### src/hdl/rrwl_pkg.sv
// ----------------------------------------------------------------------------
// rrwl_pkg
// Shared types and codes for the reentrant reader-writer lock unit.
// ----------------------------------------------------------------------------
package rrwl_pkg;

   localparam int READER_SLOTS_DEF = 16;
   localparam int ID_BITS_DEF      = 8;
   localparam int STATUS_BITS      = 3;
   localparam int OP_BITS          = 2;
   localparam int REENTRY_BITS     = 16;

   localparam logic [REENTRY_BITS-1:0] REENTRY_MAX = {REENTRY_BITS{1'b1}};

   // request operations
   localparam logic [OP_BITS-1:0] OP_ACQ_SHARED = 2'd0;
   localparam logic [OP_BITS-1:0] OP_REL_SHARED = 2'd1;
   localparam logic [OP_BITS-1:0] OP_ACQ_EXCL   = 2'd2;
   localparam logic [OP_BITS-1:0] OP_REL_EXCL   = 2'd3;

   // response status codes
   localparam logic [STATUS_BITS-1:0] ST_OK         = 3'd0;
   localparam logic [STATUS_BITS-1:0] ST_HELD_OTHER = 3'd1;
   localparam logic [STATUS_BITS-1:0] ST_READERS    = 3'd2;
   localparam logic [STATUS_BITS-1:0] ST_DEADLOCK   = 3'd3;
   localparam logic [STATUS_BITS-1:0] ST_FULL       = 3'd4;
   localparam logic [STATUS_BITS-1:0] ST_MISUSE     = 3'd5;

   // reader list engine commands
   localparam logic [1:0] ENG_APPEND = 2'd0;  // write id at the list tail
   localparam logic [1:0] ENG_REMOVE = 2'd1;  // find first match, shift down
   localparam logic [1:0] ENG_SURVEY = 2'd2;  // full scan: any match, all match

   typedef struct packed {
      logic       start;
      logic [1:0] kind;
   } rrwl_eng_cmd_type;

   typedef struct packed {
      logic done;   // one-cycle pulse at the end of a remove or survey
      logic found;  // some entry matched the id
      logic only;   // every entry matched the id
   } rrwl_eng_stat_type;

endpackage

### src/hdl/rrwl_if.sv
// ----------------------------------------------------------------------------
// rrwl_req_if / rrwl_rsp_if
// Valid/ready channels for lock requests and lock responses.
// ----------------------------------------------------------------------------
interface rrwl_req_if #(
   parameter int ID_BITS = rrwl_pkg::ID_BITS_DEF
) ();
   logic                        valid;
   logic                        ready;
   logic [rrwl_pkg::OP_BITS-1:0] operation;
   logic [ID_BITS-1:0]          requester_id;

   modport source (output valid, output operation, output requester_id, input ready);
   modport sink   (input valid, input operation, input requester_id, output ready);
endinterface

interface rrwl_rsp_if #(
   parameter int READER_SLOTS = rrwl_pkg::READER_SLOTS_DEF,
   parameter int ID_BITS      = rrwl_pkg::ID_BITS_DEF
) ();
   localparam int CNT_BITS = $clog2(READER_SLOTS + 1);

   logic                             valid;
   logic                             ready;
   logic [rrwl_pkg::STATUS_BITS-1:0] status;
   logic [CNT_BITS-1:0]              reader_total;
   logic [ID_BITS-1:0]               owner_now;

   modport source (output valid, output status, output reader_total, output owner_now,
                   input ready);
   modport sink   (input valid, input status, input reader_total, input owner_now,
                   output ready);
endinterface

### src/hdl/rrwl_scan.sv
// ----------------------------------------------------------------------------
// rrwl_scan
// Reader list memory with one compare/shift engine stepping one slot a cycle.
// ----------------------------------------------------------------------------
module rrwl_scan #(
   parameter int READER_SLOTS = rrwl_pkg::READER_SLOTS_DEF,
   parameter int ID_BITS      = rrwl_pkg::ID_BITS_DEF,
   localparam int CNT_BITS    = $clog2(READER_SLOTS + 1),
   localparam int IDX_BITS    = (READER_SLOTS > 1) ? $clog2(READER_SLOTS) : 1
) (
   input  logic                        clock,
   input  logic                        reset,
   input  rrwl_pkg::rrwl_eng_cmd_type  cmd,
   input  logic [ID_BITS-1:0]          id,
   input  logic [CNT_BITS-1:0]         count,
   output rrwl_pkg::rrwl_eng_stat_type stat
);
   import rrwl_pkg::*;

   localparam logic [1:0] E_IDLE  = 2'd0;
   localparam logic [1:0] E_SCAN  = 2'd1;
   localparam logic [1:0] E_SHIFT = 2'd2;

   logic [ID_BITS-1:0]  mem [0:READER_SLOTS-1];
   logic [ID_BITS-1:0]  rd_data_ff;

   logic [1:0]          estate_ff, estate_in;
   logic                remove_ff, remove_in;
   logic [CNT_BITS-1:0] issue_ff, issue_in;     // next slot to read
   logic                stg_vld_ff, stg_vld_in; // read data valid this cycle
   logic [CNT_BITS-1:0] stg_idx_ff, stg_idx_in; // slot of rd_data_ff
   logic                has_ff, has_in;
   logic                only_ff, only_in;
   logic                done_ff, done_in;

   logic [IDX_BITS-1:0] rd_addr;
   logic                wr_en;
   logic [IDX_BITS-1:0] wr_addr;
   logic [ID_BITS-1:0]  wr_data;
   logic                issue_go;
   logic                match;
   logic [CNT_BITS-1:0] stg_prev;

   assign issue_go = (issue_ff < count);
   assign match    = stg_vld_ff && (rd_data_ff == id);
   assign stg_prev = stg_idx_ff - CNT_BITS'(1);
   assign rd_addr  = issue_ff[IDX_BITS-1:0];

   always_comb begin
      estate_in  = estate_ff;
      remove_in  = remove_ff;
      issue_in   = issue_ff;
      stg_vld_in = 1'b0;
      stg_idx_in = issue_ff;
      has_in     = has_ff;
      only_in    = only_ff;
      done_in    = 1'b0;
      wr_en      = 1'b0;
      wr_addr    = count[IDX_BITS-1:0];
      wr_data    = id;

      unique case (estate_ff)
         E_IDLE: begin
            if (cmd.start) begin
               unique case (cmd.kind) inside
                  ENG_APPEND: begin
                     wr_en = 1'b1;
                  end
                  ENG_REMOVE, ENG_SURVEY: begin
                     remove_in = (cmd.kind == ENG_REMOVE);
                     issue_in  = '0;
                     has_in    = 1'b0;
                     only_in   = 1'b1;
                     estate_in = E_SCAN;
                  end
                  default: ;
               endcase
            end
         end
         E_SCAN: begin
            stg_vld_in = issue_go;
            issue_in   = issue_ff + CNT_BITS'(issue_go);
            if (stg_vld_ff) begin
               has_in  = has_ff | match;
               only_in = only_ff & match;
            end
            if (remove_ff && match) begin
               // first hit: close the gap starting at the slot after it
               issue_in   = stg_idx_ff + CNT_BITS'(1);
               stg_vld_in = 1'b0;
               estate_in  = E_SHIFT;
            end else if (!issue_go && !stg_vld_ff) begin
               done_in   = 1'b1;
               estate_in = E_IDLE;
            end
         end
         E_SHIFT: begin
            stg_vld_in = issue_go;
            issue_in   = issue_ff + CNT_BITS'(issue_go);
            wr_en      = stg_vld_ff;
            wr_addr    = stg_prev[IDX_BITS-1:0];
            wr_data    = rd_data_ff;
            if (!issue_go && !stg_vld_ff) begin
               done_in   = 1'b1;
               estate_in = E_IDLE;
            end
         end
         default: begin
            estate_in = E_IDLE;
         end
      endcase
   end

   always_ff @(posedge clock) begin
      if (wr_en) begin
         mem[wr_addr] <= wr_data;
      end
      rd_data_ff <= mem[rd_addr];
   end

   always_ff @(posedge clock) begin
      if (reset) begin
         estate_ff  <= E_IDLE;
         stg_vld_ff <= 1'b0;
         done_ff    <= 1'b0;
      end else begin
         estate_ff  <= estate_in;
         stg_vld_ff <= stg_vld_in;
         done_ff    <= done_in;
      end
      remove_ff  <= remove_in;
      issue_ff   <= issue_in;
      stg_idx_ff <= stg_idx_in;
      has_ff     <= has_in;
      only_ff    <= only_in;
   end

   assign stat.done  = done_ff;
   assign stat.found = has_ff;
   assign stat.only  = only_ff;

endmodule

### src/hdl/reentrant_reader_writer_lock_unit.sv
// ----------------------------------------------------------------------------
// reentrant_reader_writer_lock_unit
// Reentrant reader-writer lock: shared reader list plus exclusive owner.
// ----------------------------------------------------------------------------
// Usage:
//   req  (valid/ready): one lock request per transaction, an operation
//        (acquire/release, shared/exclusive) and a nonzero requester id.
//   rsp  (valid/ready): exactly one response transaction per request with
//        status, reader entries after the request and the exclusive owner.
// Operation:
//   Requests that need no list walk (shared acquire, exclusive release,
//   re-entry, rejects) are answered straight from the decide step. Shared
//   release and exclusive acquire with readers present walk the reader list
//   one slot a cycle through the single compare/shift engine; a release
//   that finds its id also shifts the later entries down (the shift picks
//   up right after the first match). One request is processed at a time;
//   req.ready is high only while the sequencer is idle, so a new request
//   is taken only after the previous one has been placed in the response
//   register.
// Reset:
//   Synchronous, active high. Reader count, owner and reentry count clear;
//   list contents are not cleared, only entries below the count are read.
// Backpressure:
//   The response sits in an output register. A new request can be taken
//   while it waits; that request's answer holds until rsp.ready drains it.
// ----------------------------------------------------------------------------
module reentrant_reader_writer_lock_unit #(
   parameter int READER_SLOTS = rrwl_pkg::READER_SLOTS_DEF,
   parameter int ID_BITS      = rrwl_pkg::ID_BITS_DEF
) (
   input logic        clock,
   input logic        reset,
   rrwl_req_if.sink   req,
   rrwl_rsp_if.source rsp
);
   import rrwl_pkg::*;

   localparam int CNT_BITS = $clog2(READER_SLOTS + 1);

   // sequencer states
   localparam logic [1:0] S_IDLE   = 2'd0;
   localparam logic [1:0] S_DECIDE = 2'd1;
   localparam logic [1:0] S_WAIT   = 2'd2;
   localparam logic [1:0] S_FINISH = 2'd3;

   logic [1:0]              state_ff, state_in;
   logic [OP_BITS-1:0]      op_ff, op_in;
   logic [ID_BITS-1:0]      id_ff, id_in;
   logic [STATUS_BITS-1:0]  status_ff, status_in;

   // lock state
   logic [CNT_BITS-1:0]     count_ff, count_in;
   logic [ID_BITS-1:0]      owner_ff, owner_in;
   logic [REENTRY_BITS-1:0] reentry_ff, reentry_in;

   // response register
   logic                    rsp_valid_ff, rsp_valid_in;
   logic [STATUS_BITS-1:0]  rsp_status_ff, rsp_status_in;
   logic [CNT_BITS-1:0]     rsp_total_ff, rsp_total_in;
   logic [ID_BITS-1:0]      rsp_owner_ff, rsp_owner_in;

   rrwl_eng_cmd_type        eng_cmd;
   rrwl_eng_stat_type       eng_stat;

   logic                    req_take;
   logic                    owner_foreign;
   logic                    reentry_full;
   logic                    rsp_free;

   assign req.ready     = (state_ff == S_IDLE);
   assign req_take      = req.valid && req.ready;
   // someone other than this requester holds the exclusive lock
   assign owner_foreign = (owner_ff != '0) && (owner_ff != id_ff);
   assign reentry_full  = (reentry_ff == REENTRY_MAX);
   assign rsp_free      = !rsp_valid_ff || rsp.ready;

   always_comb begin
      state_in      = state_ff;
      op_in         = op_ff;
      id_in         = id_ff;
      status_in     = status_ff;
      count_in      = count_ff;
      owner_in      = owner_ff;
      reentry_in    = reentry_ff;
      rsp_valid_in  = rsp_valid_ff && !rsp.ready;
      rsp_status_in = rsp_status_ff;
      rsp_total_in  = rsp_total_ff;
      rsp_owner_in  = rsp_owner_ff;
      eng_cmd.start = 1'b0;
      eng_cmd.kind  = ENG_SURVEY;

      unique case (state_ff)
         S_IDLE: begin
            if (req_take) begin
               op_in    = req.operation;
               id_in    = req.requester_id;
               state_in = S_DECIDE;
            end
         end

         // All checks that need no list walk; list work goes to the engine.
         S_DECIDE: begin
            state_in  = S_FINISH;
            status_in = ST_OK;
            if (id_ff == '0) begin
               status_in = ST_MISUSE;      // reserved id
            end else begin
               unique case (op_ff)
                  OP_ACQ_SHARED: begin
                     if (owner_foreign) begin
                        status_in = ST_HELD_OTHER;
                     end else if (count_ff >= CNT_BITS'(READER_SLOTS)) begin
                        status_in = ST_FULL;
                     end else begin
                        eng_cmd.start = 1'b1;
                        eng_cmd.kind  = ENG_APPEND;
                        count_in      = count_ff + CNT_BITS'(1);
                     end
                  end
                  OP_REL_SHARED: begin
                     if (owner_foreign || (count_ff == '0)) begin
                        status_in = ST_MISUSE;
                     end else begin
                        eng_cmd.start = 1'b1;
                        eng_cmd.kind  = ENG_REMOVE;
                        state_in      = S_WAIT;
                     end
                  end
                  OP_ACQ_EXCL: begin
                     if (owner_ff == id_ff) begin
                        // re-entry by the current owner
                        if (reentry_full) begin
                           status_in = ST_MISUSE;
                        end else begin
                           reentry_in = reentry_ff + REENTRY_BITS'(1);
                        end
                     end else if (owner_ff != '0) begin
                        status_in = ST_HELD_OTHER;
                     end else if (count_ff != '0) begin
                        // readers present: need to know whose they are
                        eng_cmd.start = 1'b1;
                        eng_cmd.kind  = ENG_SURVEY;
                        state_in      = S_WAIT;
                     end else if (reentry_full) begin
                        status_in = ST_MISUSE;
                     end else begin
                        owner_in   = id_ff;
                        reentry_in = reentry_ff + REENTRY_BITS'(1);
                     end
                  end
                  OP_REL_EXCL: begin
                     if ((owner_ff == '0) || (owner_ff != id_ff)) begin
                        status_in = ST_MISUSE;
                     end else begin
                        if (reentry_ff != '0) begin
                           reentry_in = reentry_ff - REENTRY_BITS'(1);
                        end
                        if (reentry_ff <= REENTRY_BITS'(1)) begin
                           owner_in = '0;
                        end
                     end
                  end
                  default: ;
               endcase
            end
         end

         S_WAIT: begin
            if (eng_stat.done) begin
               state_in = S_FINISH;
               if (op_ff == OP_REL_SHARED) begin
                  if (eng_stat.found) begin
                     count_in  = count_ff - CNT_BITS'(1);
                     status_in = ST_OK;
                  end else begin
                     status_in = ST_MISUSE;  // id not among the readers
                  end
               end else if (!eng_stat.only) begin
                  // foreign readers: deadlock when the requester reads too
                  status_in = eng_stat.found ? ST_DEADLOCK : ST_READERS;
               end else if (reentry_full) begin
                  status_in = ST_MISUSE;
               end else begin
                  // only own reader entries: upgrade, entries stay in place
                  owner_in   = id_ff;
                  reentry_in = reentry_ff + REENTRY_BITS'(1);
                  status_in  = ST_OK;
               end
            end
         end

         S_FINISH: begin
            if (rsp_free) begin
               rsp_valid_in  = 1'b1;
               rsp_status_in = status_ff;
               rsp_total_in  = count_ff;
               rsp_owner_in  = owner_ff;
               state_in      = S_IDLE;
            end
         end

         default: begin
            state_in = S_IDLE;
         end
      endcase
   end

   rrwl_scan #(
      .READER_SLOTS (READER_SLOTS),
      .ID_BITS      (ID_BITS)
   ) u_scan (
      .clock (clock),
      .reset (reset),
      .cmd   (eng_cmd),
      .id    (id_ff),
      .count (count_ff),
      .stat  (eng_stat)
   );

   always_ff @(posedge clock) begin
      if (reset) begin
         state_ff     <= S_IDLE;
         count_ff     <= '0;
         owner_ff     <= '0;
         reentry_ff   <= '0;
         rsp_valid_ff <= 1'b0;
      end else begin
         state_ff     <= state_in;
         count_ff     <= count_in;
         owner_ff     <= owner_in;
         reentry_ff   <= reentry_in;
         rsp_valid_ff <= rsp_valid_in;
      end
      op_ff         <= op_in;
      id_ff         <= id_in;
      status_ff     <= status_in;
      rsp_status_ff <= rsp_status_in;
      rsp_total_ff  <= rsp_total_in;
      rsp_owner_ff  <= rsp_owner_in;
   end

   assign rsp.valid        = rsp_valid_ff;
   assign rsp.status       = rsp_status_ff;
   assign rsp.reader_total = rsp_total_ff;
   assign rsp.owner_now    = rsp_owner_ff;

   // An owner exists exactly while the reentry count is nonzero.
   a_owner_reentry: assert property (@(posedge clock) disable iff (reset)
      (owner_ff != '0) == (reentry_ff != '0))
      else $error("owner and reentry count disagree");

   // Reader count never exceeds the list size.
   a_count_range: assert property (@(posedge clock) disable iff (reset)
      count_ff <= CNT_BITS'(READER_SLOTS))
      else $error("reader count beyond list size");

   // The list engine only finishes while the sequencer waits for it.
   a_eng_done: assert property (@(posedge clock) disable iff (reset)
      eng_stat.done |-> (state_ff == S_WAIT))
      else $error("list engine done outside wait state");

   // Reader count moves by at most one entry per cycle.
   a_count_step: assert property (@(posedge clock) disable iff (reset)
      (count_ff != $past(count_ff)) |->
         ((count_ff == $past(count_ff) + CNT_BITS'(1)) ||
          (count_ff == $past(count_ff) - CNT_BITS'(1))))
      else $error("reader count jumped");

endmodule
### src/flat_wrapper.sv
// flat-port wrapper written by rule: the top's interface ports become plain ports
module reentrant_reader_writer_lock_unit_flat import rrwl_pkg::*;
#(
   parameter int READER_SLOTS = rrwl_pkg::READER_SLOTS_DEF,
   parameter int ID_BITS      = rrwl_pkg::ID_BITS_DEF
)
  (clock, reset, req_valid, req_operation, req_requester_id, req_ready, rsp_valid, rsp_status, rsp_reader_total, rsp_owner_now, rsp_ready);
  rrwl_req_if #(.ID_BITS(ID_BITS)) req_i ();
  rrwl_rsp_if #(.READER_SLOTS(READER_SLOTS), .ID_BITS(ID_BITS)) rsp_i ();
  input logic clock;
  input logic reset;
  input wire logic [$bits(req_i.valid)-1:0] req_valid;
  input wire logic [$bits(req_i.operation)-1:0] req_operation;
  input wire logic [$bits(req_i.requester_id)-1:0] req_requester_id;
  output wire logic [$bits(req_i.ready)-1:0] req_ready;
  output wire logic [$bits(rsp_i.valid)-1:0] rsp_valid;
  output wire logic [$bits(rsp_i.status)-1:0] rsp_status;
  output wire logic [$bits(rsp_i.reader_total)-1:0] rsp_reader_total;
  output wire logic [$bits(rsp_i.owner_now)-1:0] rsp_owner_now;
  input wire logic [$bits(rsp_i.ready)-1:0] rsp_ready;
  assign req_i.valid = req_valid;
  assign req_i.operation = req_operation;
  assign req_i.requester_id = req_requester_id;
  assign req_ready = req_i.ready;
  assign rsp_valid = rsp_i.valid;
  assign rsp_status = rsp_i.status;
  assign rsp_reader_total = rsp_i.reader_total;
  assign rsp_owner_now = rsp_i.owner_now;
  assign rsp_i.ready = rsp_ready;
  reentrant_reader_writer_lock_unit #(.READER_SLOTS(READER_SLOTS), .ID_BITS(ID_BITS)) u_core (.clock(clock), .reset(reset), .req(req_i), .rsp(rsp_i));
endmodule
### config.mk
export PLATFORM = sky130hd
export DESIGN_NAME = reentrant_reader_writer_lock_unit_flat
export DESIGN_NICKNAME = d
export VERILOG_FILES = /design/src/hdl/rrwl_pkg.sv /design/src/hdl/rrwl_if.sv /design/src/hdl/rrwl_scan.sv /design/src/hdl/reentrant_reader_writer_lock_unit.sv /design/src/flat_wrapper.sv
export SDC_FILE = /design/constraint.sdc
export NUM_CORES = 1
export LEC_CHECK = 0
export BUFFER_PORTS_ARGS = -buffer_cell sky130_fd_sc_hd__buf_2
export CAP_MARGIN = 20
export CORE_UTILIZATION = 45
export DETAILED_ROUTE_END_ITERATION = 8
export SETUP_SLACK_MARGIN = 0.3
export SLEW_MARGIN = 20
export SYNTH_ARGS = -nofsm -noshare
export SYNTH_HDL_FRONTEND = slang
export SYNTH_SLANG_ARGS = --single-unit
export TNS_END_PERCENT = 10
### constraint.sdc
create_clock -name clock -period 10.7 [get_ports clock]
set_clock_uncertainty 0.2 [all_clocks]
set_input_delay 2.14 -clock clock [delete_from_list [all_inputs] [get_ports clock]]
set_output_delay 2.14 -clock clock [all_outputs]
set_load 0.02 [all_outputs]
==> run metrics, run 1 <==
run status finished, final reports clean; vias per cell 6.01; source-to-sink clock delay at the later pin of the worst-skew pair 0.53 ns; Pre-antenna DRT Iters 6; Final Wtd Congestion 0.913; post-route DRC violation count 0; Final setup violation count 0; RSZ-0062 raised after global routing no; buffers from clock root to sink, at most 3; peak fanout along the critical path 8; DR iter-0 viols 663; cell count after placement 1031; hold_buf cts 0; synthesized netlist cell count 739; area of the core 21800 um2; Core Util, Final 0.513; relative contribution of sequential cells to total power 0.403; clock tree from TritonCTS built; final routed wire length divided by cell count 23.2 um; antenna-violating nets left 0; synthesized netlist net count 783; Post-DP HPWL 17.3 mm; design internal power 1800 uW; Max VDD drop 0.000130 V; crit path capture type flop; count of clock tree sinks 214; # Post-CTS Setup Buffers 0; Die Wd 151 um; post-synthesis cell type count 75; final-layout setup total negative slack 0 ns; portion of synthesized cell area occupied by the leading cell type 0.497; Syn Area/Cell 13.5 um2; clock share of power 0.280; Total Nets Final 820; count leader, synth edfxtp_1; power per cell area 249 nW/um2; Placement Setup Slack 6.35 ns; Gates resized, CTS repair 0; via count of the first global-routing pass 6459; shortest clock period the worst path allows after layout 4.45 ns; combinational power share 0.316; number of register bits inferred by synthesis 214; cell types with the highest counts after synthesis edfxtp_1 (165), inv_1 (51), dfxtp_1 (49); Worst Setup Start Kind flop; Switching Power 983 uW; cell types occupying the most area after synthesis edfxtp_1 (50%), dfxtp_1 (9.8%), mux4_2 (9.0%); grt ovf 0; P_leak 0.00388 uW; CTS Buf Count 23; setup ws final 6.25 ns; critical path required time 10.69 ns; path depth of the worst reg2reg path 11; Final Hold Fails 0; initial core utilization 0.458; die outline height 151 um; hold path depth 0; ordered cell list for the critical path xor2_1 -> nor4_4 -> a21oi_1 -> o21ai_0 -> nand2_1 -> nor3_1 -> ha_1 -> and3_1 -> o2111ai_1 -> a211oi_1 -> and2_1; slew of the pin with the lowest slew margin 1.18 ns; Cell Count, Final, Fillers Out 1073; row cnt 54; number of max-cap violations 0; fraction of the yosys area taken by sequential cells 0.596; share of final-layout standard cells stronger than drive strength 1 0.166; Arrival @ worst endpoint 4.44 ns; clock transition at the registers of the reported paths 0.06 ns; max-slew headroom at the worst pin 0.212; die area 22700 um2; PortBufs 31; Net Sw Frac 0.354; ys flop type edfxtp_1; layout overhead on the synthesized area 12.0%; delay of the slowest cell on the worst path 0.66 ns; GRT Total Usage 0.229; number of antenna violations at the first check in global routing 0; H-tree depth reported by CTS 1; portion of the clock cycle consumed by the worst path in the final layout 0.415; Post-synth EDFFs 165; Hold Path Class reg2reg; via count 6445; number of ports placed on the die boundary 32; share of async-settable or async-resettable flops after synthesis 0; Final Max Slew Viols 0; Mapped Area 9960 um2; post-synthesis cell type with the largest combined area edfxtp_1; Crit Path Category reg2reg; Root Buffer Master clkbuf_16; global-route wire length before repair 38.6 mm; YS warnings 0; pin count of the biggest net entering global routing 42; antenna cell count 0; fmax 225 MHz; total length of routed wires 24.9 mm; slowest library cell on the worst path a211oi_1
flip-flops by register name, summed over array words and instances, names as in the netlist, 2 cells and up:
| name | count |
|---|---|
| u_core.count_ff | 5 |
| u_core.rsp.reader_total | 5 |
| u_core.op_ff | 2 |
| u_core.u_scan.stg_idx_ff | 5 |
| u_core.owner_ff | 8 |
| u_core.id_ff | 8 |
| u_core.u_scan.issue_ff | 5 |
| u_core.u_scan.estate_ff | 2 |
| u_core.state_ff | 2 |
| u_core.u_scan.mem | 128 |
| u_core.status_ff | 3 |
| u_core.rsp.status | 3 |
| u_core.rsp.owner_now | 8 |
| u_core.u_scan.rd_data_ff | 8 |
| u_core.reentry_ff | 16 |
path summary, 6_finish.rpt:
path,startpoint,endpoint,slack [ns]
worst min register to register,u_core.status_ff[2],u_core.rsp.status[2],0.22
worst min-delay path,u_core.status_ff[2],u_core.rsp.status[2],0.22
worst max-delay path,u_core.id_ff[7],u_core.u_scan.mem[6][0],6.25
worst max register to register,u_core.id_ff[7],u_core.u_scan.mem[6][0],6.25
through the flow:
| stage | total power, uW | hold slack, ns | instance area, um2 |
|---|---|---|---|
| 5_1_grt | 2930 | 0.236 | 11200 |
| 4_1_cts | 2790 | 0.226 | 11200 |
| 2_1_floorplan | 1750 | 0.172 | 9960 |
| 3_3_place_gp | 1990 | 0.201 | 10400 |
| 3_5_place_dp | 2010 | 0.212 | 10400 |
| 6_report | 2780 | 0.222 | 11200 |
placed cells by master (no fill, tap or decap), types with 11 or more instances in the layout:
| cell type | n |
|---|---|
| clkbuf_16 | 23 |
| inv_1 | 51 |
| dfxtp_1 | 49 |
| nand2_1 | 37 |
| xnor2_1 | 15 |
| nor3_1 | 15 |
| ha_1 | 29 |
| and2_1 | 30 |
| xor2_1 | 15 |
| a21oi_1 | 27 |
| nand3_1 | 19 |
| edfxtp_1 | 165 |
| buf_4 | 11 |
| o32ai_1 | 13 |
| o21ai_0 | 25 |
| buf_2 | 31 |
| nor2_1 | 33 |
| mux4_2 | 40 |
logic make-up after synthesis:
group	share of synthesized area
AOI/OAI and AO/OA	0.0992
DFF	0.596
xor gates and xnor gates	0.0264
and+or+nand+nor	0.110
muxes	0.0979
adders and majority gates	0.0384
buffers and inverters	0.0324
layout make-up:
cell class	count	area (um2)
Inverter	51	191
Clock inverter	17	158
Tap cell	280	350
Fill cell	1840	10600
Timing Repair Buffer	42	238
Clock buffer	25	583
Sequential cell	214	5940
Multi-Input combinational cell	444	3700
power by group through the flow:
stage | Sequential [uW] | Clock [uW] | Combinational (uW)
final | 1120 | 780 | 880
after global routing | 1140 | 821 | 972
after CTS | 1120 | 791 | 874
after detailed placement | 1140 | 0 | 870
after global placement | 1130 | 0 | 857
after floorplan | 1100 | 0 | 647
worst max-delay path: cells and delay by family (launching register included):
kind,cells,cell delay (ns)
AO/OA/AOI/OAI,4,1.59
AND/OR/NAND/NOR,5,1.43
flip-flops,1,0.47
adder cells (fa/ha/maj),1,0.22
XOR/XNOR,1,0.21
routing by layer:
layer | share of wire | vias up | wire, um | global-route usage
li1 | - | 2935 | - | -
met1 | 0.41 | 3198 | 10300 | 0.307
met2 | 0.49 | 257 | 12200 | 0.386
met3 | 0.057 | 55 | 1420 | 0.0292
met4 | 0.037 | 0 | 928 | 0.0745
met5 | 0 | - | 0 | 0
Power figures use the tool's default switching activity.
==> run 2: changes to the inputs <==
==> constraint.sdc (replaced) <==
create_clock -name clock -period 4.09 [get_ports clock]
set_clock_uncertainty 0.2 [all_clocks]
set_input_delay 0.818 -clock clock [delete_from_list [all_inputs] [get_ports clock]]
set_output_delay 0.818 -clock clock [all_outputs]
set_load 0.02 [all_outputs]
==> run metrics, run 2 (synthesis results as in run 1) <==
R2R Setup Slk 0.42 ns; hold_buf cts 0; area of the core 21800 um2; PortBufs 31; antenna cell count 0; Final Wtd Congestion 0.927; Hold Path Class reg2reg; global-route wire length before repair 37.3 mm; die outline height 151 um; Placement Setup Slack 0.298 ns; GRT Total Usage 0.219; source-to-sink clock delay at the later pin of the worst-skew pair 0.53 ns; antenna-violating nets left 0; final routed wire length divided by cell count 21.9 um; post-route DRC violation count 0; Root Buffer Master clkbuf_16; number of antenna violations at the first check in global routing 0; most common cell after layout, fill and taps aside edfxtp_1; Final Hold Fails 0; clock share of power 0.299; clock transition at the registers of the reported paths 0.06 ns; pin count of the biggest net entering global routing 42; buffers from clock root to sink, at most 3; Crit Path Category reg2reg; endpoint of the lowest-slack register-to-register path u_core.u_scan.estate_ff[0]; crit path capture type flop; path depth of the worst reg2reg path 10; die area 22700 um2; CTS Buf Count 23; Total Nets Final 851; Max VDD drop 0.000407 V; max-slew headroom at the worst pin 0.344; Switching Power 2540 uW; number of max-cap violations 0; M1 GR Usage 0.300; run status finished, final reports clean; Worst Setup Start Kind flop; power per cell area 659 nW/um2; most used routing layer in global routing met2; global-route track usage on met2 0.365; Pre-antenna DRT Iters 7; number of ports placed on the die boundary 32; fill cell total of the finished layout 1804; largest register by flop count u_core.u_scan.mem; Critical R2R Launch u_core.id_ff[2]; Post-DP HPWL 17.2 mm; P_leak 0.00409 uW; row cnt 54; vias per cell 5.93; DR iter-0 viols 565; RSZ-0062 raised after global routing yes; Net Sw Frac 0.336; count of clock tree sinks 214; worst hold endpoint u_core.rsp.status[2]; worst hold start u_core.status_ff[2]; H-tree depth reported by CTS 1; via count of the first global-routing pass 6454; initial core utilization 0.458; met3 track demand over resource in global routing 0.0292; combinational power share 0.314; most used cells in the layout excluding fill and tap cells edfxtp_1 (165), inv_1 (51), dfxtp_1 (49); fmax 273 MHz; peak fanout along the critical path 5; registers with the highest flip-flop counts u_core.u_scan.mem (128), u_core.reentry_ff (16); layout overhead on the synthesized area 15.3%; relative contribution of sequential cells to total power 0.387; final-layout setup total negative slack 0 ns; design internal power 5030 uW; hold path depth 0; total length of routed wires 24.2 mm; via count 6543; shortest clock period the worst path allows after layout 3.67 ns; grt ovf 0; slew of the pin with the lowest slew margin 0.983 ns; flip-flop count of the largest register after layout 128; clock tree from TritonCTS built; portion of the clock cycle consumed by the worst path in the final layout 0.896; Final setup violation count 0; Final Max Slew Viols 0; Die Wd 151 um; Arrival @ worst endpoint 3.92 ns; share of final-layout standard cells stronger than drive strength 1 0.201; critical path required time 4.34 ns; setup ws final 0.423 ns
-- run 2: worst max path at each step --
| stage | start | to | depth (start not counted) |
|---|---|---|---|
| 5_1_grt | u_core.id_ff[2] | u_core.u_scan.mem[14][6] | 14 |
| 2_1_floorplan | u_core.id_ff[6] | u_core.u_scan.mem[0][0] | 11 |
| 3_3_place_gp | u_core.id_ff[7] | u_core.u_scan.mem[2][7] | 13 |
| 4_1_cts | u_core.id_ff[7] | u_core.u_scan.mem[6][6] | 13 |
| 6_report | u_core.id_ff[2] | u_core.u_scan.estate_ff[0] | 10 |
| 3_5_place_dp | u_core.id_ff[7] | u_core.u_scan.mem[15][0] | 13 |
-- run 2: power by group through the flow --
stage / Clock [uW] / Combinational, uW / Sequential, uW
finish: 2270 / 2370 / 2930
global route: 2370 / 2580 / 2960
CTS: 2300 / 2330 / 2930
floorplan: 0 / 1690 / 2890
global placement: 0 / 2280 / 2960
detailed placement: 0 / 2320 / 2970
-- run 2: metrics by stage --
stage / cell area, um2 / cells / hold slack (ns) / power [uW] / utilization
floorplan: 9960 / 739 / 0.172 / 4580 / -
global placement: 10600 / 1057 / 0.207 / 5240 / 0.488
detailed placement: 10600 / 1057 / 0.209 / 5300 / 0.488
CTS: 11400 / 1099 / 0.224 / 7560 / 0.526
global route: 11500 / 1104 / 0.241 / 7920 / 0.528
finish: 11500 / 1104 / 0.223 / 7570 / 0.528
-- run 2: repair_timing --
action / 4_1_cts / 5_1_grt
cloned: 0 / 0
pin swaps: 0 / 2
buffers inserted: 0 / 5
setup endpoints to repair: 16 / 136
resized for setup: 1 / 5
-- run 2: metal layers --
layer | vias to the layer above | share of wire | wire length [um]
met5 | - | 0 | 0
met4 | 0 | 0.026 | 637
met3 | 37 | 0.060 | 1450
met2 | 246 | 0.49 | 11800
met1 | 3265 | 0.42 | 10300
li1 | 2995 | - | -
-- run 2: final cells by class --
cell class              count  area [um2]  area share
flip-flops and latches    214        5940       0.517
multi-input cells         444        3710       0.323
clock buffers              30         602      0.0524
repair buffers             73         470      0.0410
well taps                 280         350      0.0305
clock inverters            12         221      0.0193
inverters                  51         191      0.0167
-- run 2: worst max-delay path, cell delays in order (launching register included) --
cell and delay, ns:
edfxtp_1 0.47, xor2_1 0.21, nor4_4 0.40, a21oi_1 0.15
buf_4 0.18, or4_1 0.52, ha_1 0.32, and3_1 0.15
o211ai_1 0.20, or4b_2 0.69, nand3_1 0.12
==> run 3: changes to the inputs <==
--- a/config.mk
+++ b/config.mk
@@ -5,13 +5,14 @@
 export SDC_FILE = /design/constraint.sdc
 export NUM_CORES = 1
 export LEC_CHECK = 0
-export BUFFER_PORTS_ARGS = -buffer_cell sky130_fd_sc_hd__buf_2
 export CAP_MARGIN = 20
 export CORE_UTILIZATION = 45
 export DETAILED_ROUTE_END_ITERATION = 8
+export DONT_BUFFER_PORTS = 1
 export SETUP_SLACK_MARGIN = 0.3
 export SLEW_MARGIN = 20
 export SYNTH_ARGS = -nofsm -noshare
 export SYNTH_HDL_FRONTEND = slang
+export SYNTH_HIERARCHICAL = 1
 export SYNTH_SLANG_ARGS = --single-unit
 export TNS_END_PERCENT = 10
==> constraint.sdc (replaced) <==
create_clock -name clock -period 4.7 [get_ports clock]
set_clock_uncertainty 0.2 [all_clocks]
set_input_delay 0.94 -clock clock [delete_from_list [all_inputs] [get_ports clock]]
set_output_delay 0.94 -clock clock [all_outputs]
set_load 0.02 [all_outputs]
==> run metrics, run 3 <==
Mapped Area 10000 um2; largest register by flop count u_core/u_scan/mem; number of ports placed on the die boundary 32; PortBufs 0; fill cell total of the finished layout 1817; vias per cell 6.01; most common cell after layout, fill and taps aside edfxtp_1; post-synthesis cell type with the largest combined area edfxtp_1; R2R Setup Slk 0.84 ns; global-route wire length before repair 35.0 mm; Post-DP HPWL 15.6 mm; antenna cell count 0; area of combinational cells with multiple inputs 3770 um2; Die Wd 151 um; share of async-settable or async-resettable flops after synthesis 0; RSZ-0062 raised after global routing no; via count of the first global-routing pass 5992; YS warnings 6; fraction of the yosys area taken by sequential cells 0.592; crit path capture type flop; Syn Area/Cell 13.9 um2; die area 22900 um2; FF+latch area 5940 um2; final routed wire length divided by cell count 22.3 um; post-route worst hold slack 0.219 ns; area of the core 21800 um2; hold_buf cts 0; grt ovf 0; peak fanout along the critical path 8; layout overhead on the synthesized area 9.97%; portion of the clock cycle consumed by the worst path in the final layout 0.821; Worst Setup Start Kind flop; total length of routed wires 22.6 mm; post-route DRC violation count 0; cell types with the highest counts after synthesis edfxtp_1 (165), dfxtp_1 (49), nor2_1 (47); Final setup violation count 0; clock transition at the registers of the reported paths 0.06 ns; pin count of the biggest net entering global routing 37; final-layout setup total negative slack 0 ns; CTS Buf Count 23; Hold Path Class reg2reg; share of final-layout standard cells stronger than drive strength 1 0.102; placed standard-cell area 10200 um2; power per cell area 534 nW/um2; Post-synth EDFFs 165; GRT Total Usage 0.205; P_leak 0.00380 uW; Gates resized, CTS repair 0; Root Buffer Master clkbuf_16; shortest clock period the worst path allows after layout 3.86 ns; count of clock tree sinks 214; run status finished, final reports clean; Final Hold Fails 0; number of antenna violations at the first check in global routing 0; via count 6098; Pre-antenna DRT Iters 5; Arrival @ worst endpoint 3.80 ns; cell count after placement 972; buffers from clock root to sink, at most 3; Core Util, Final 0.505; final standard cell area without fillers 11000 um2; max-slew headroom at the worst pin 0.238; initial core utilization 0.460; post-synthesis cell type count 69; Max VDD drop 0.000313 V; synthesized netlist cell count 724; count leader, synth edfxtp_1; Total Nets Final 761; cell types occupying the most area after synthesis edfxtp_1 (49%), dfxtp_1 (9.8%), mux4_1 (8.4%); critical path required time 4.64 ns; flip-flop count of the largest register after layout 128; H-tree depth reported by CTS 1; source-to-sink clock delay at the later pin of the worst-skew pair 0.53 ns; # Post-CTS Setup Buffers 0; number of max-cap violations 0; portion of synthesized cell area occupied by the leading cell type 0.494; Crit Path Category reg2reg; DR iter-0 viols 320; most used cells in the layout excluding fill and tap cells edfxtp_1 (165), dfxtp_1 (49), nor2_1 (47); Final Wtd Congestion 0.896; clock tree from TritonCTS built; row cnt 54; Cell Count, Final, Fillers Out 1014; Final Max Slew Viols 0; registers with the highest flip-flop counts u_core/u_scan/mem (128), u_core/reentry_ff (16); slew of the pin with the lowest slew margin 1.13 ns; synthesized netlist net count 768; number of register bits inferred by synthesis 214; antenna-violating nets left 0; die outline height 151 um; fmax 259 MHz; ys flop type edfxtp_1
[run 3: cell types whose count changed after synthesis, sizes merged, moves of 8 or more]
cell,change
nand2,-9
a22o,+8
o32ai,-10
inv,-19
and2,-26
a41oi,-8
buf,+8
nor2,+14
or3,+9
[run 3: layout make-up]
cell class | count | share of cell area
clock inverter | 16 | 0.0209
timing repair buffer | 4 | 0.00272
clock buffer | 26 | 0.0532
sequential | 214 | 0.538
tap | 280 | 0.0318
multi-input combinational | 442 | 0.342
inverter | 32 | 0.0109
[run 3: worst max-delay path: stages, from the launching register on]
cell and delay [ns]:
edfxtp_1 0.48, xor2_1 0.19, nor4_2 0.35, a21oi_1 0.23, o21ai_0 0.27, nand4_1 0.12, inv_1 0.10, ha_1 0.15
a32o_1 0.26, o21ai_0 0.45, nor2_1 0.67
[run 3: final timing paths]
check	from	to	depth (start not counted)
worst max-delay path	u_core/id_ff[6]	u_core/u_scan/mem[9][2]	10
worst min-delay path	u_core/status_ff[0]	u_core/rsp.status[0]	0
worst max register to register	u_core/id_ff[6]	u_core/u_scan/mem[9][2]	10
worst min register to register	u_core/status_ff[0]	u_core/rsp.status[0]	0
[run 3: metal layers]
metal  vias to the layer above  part of all wire  track usage  routed length (um)
met5                         -                 0            0                   0
met3                        41             0.057       0.0301                1280
li1                       2819                 -            -                   -
met2                       202              0.50        0.351               11200
met1                      3036              0.42        0.264                9470
met4                         0             0.028       0.0715                 630
[run 3: cells by family (layout without fill, tap and decap cells)]
kind of cell,Yosys count,count (layout),synth area share
multiplexers,55,55,0.118
buffers and inverters,68,78,0.0317
XOR/XNOR,27,27,0.0236
AO/OA/AOI/OAI,128,128,0.0855
adder cells (fa/ha/maj),30,30,0.0382
flip-flops,214,214,0.592
AND/OR/NAND/NOR,202,202,0.111
[run 3: per-stage QoR]
stage	power (uW)	worst slack, ns
2_1_floorplan	3600	1.80
4_1_cts	5920	0.838
6_report	5890	0.840
3_5_place_dp	3990	0.900
3_3_place_gp	3960	1.05
5_1_grt	6170	0.552
[run 3: report_power, final]
group / internal, uW / leakage (uW) / switching [uW]
sequential: 2290 / 0.00190 / 213
clock: 1180 / 0.000385 / 743
combinational: 552 / 0.00152 / 911
total: 4020 / 0.00380 / 1870
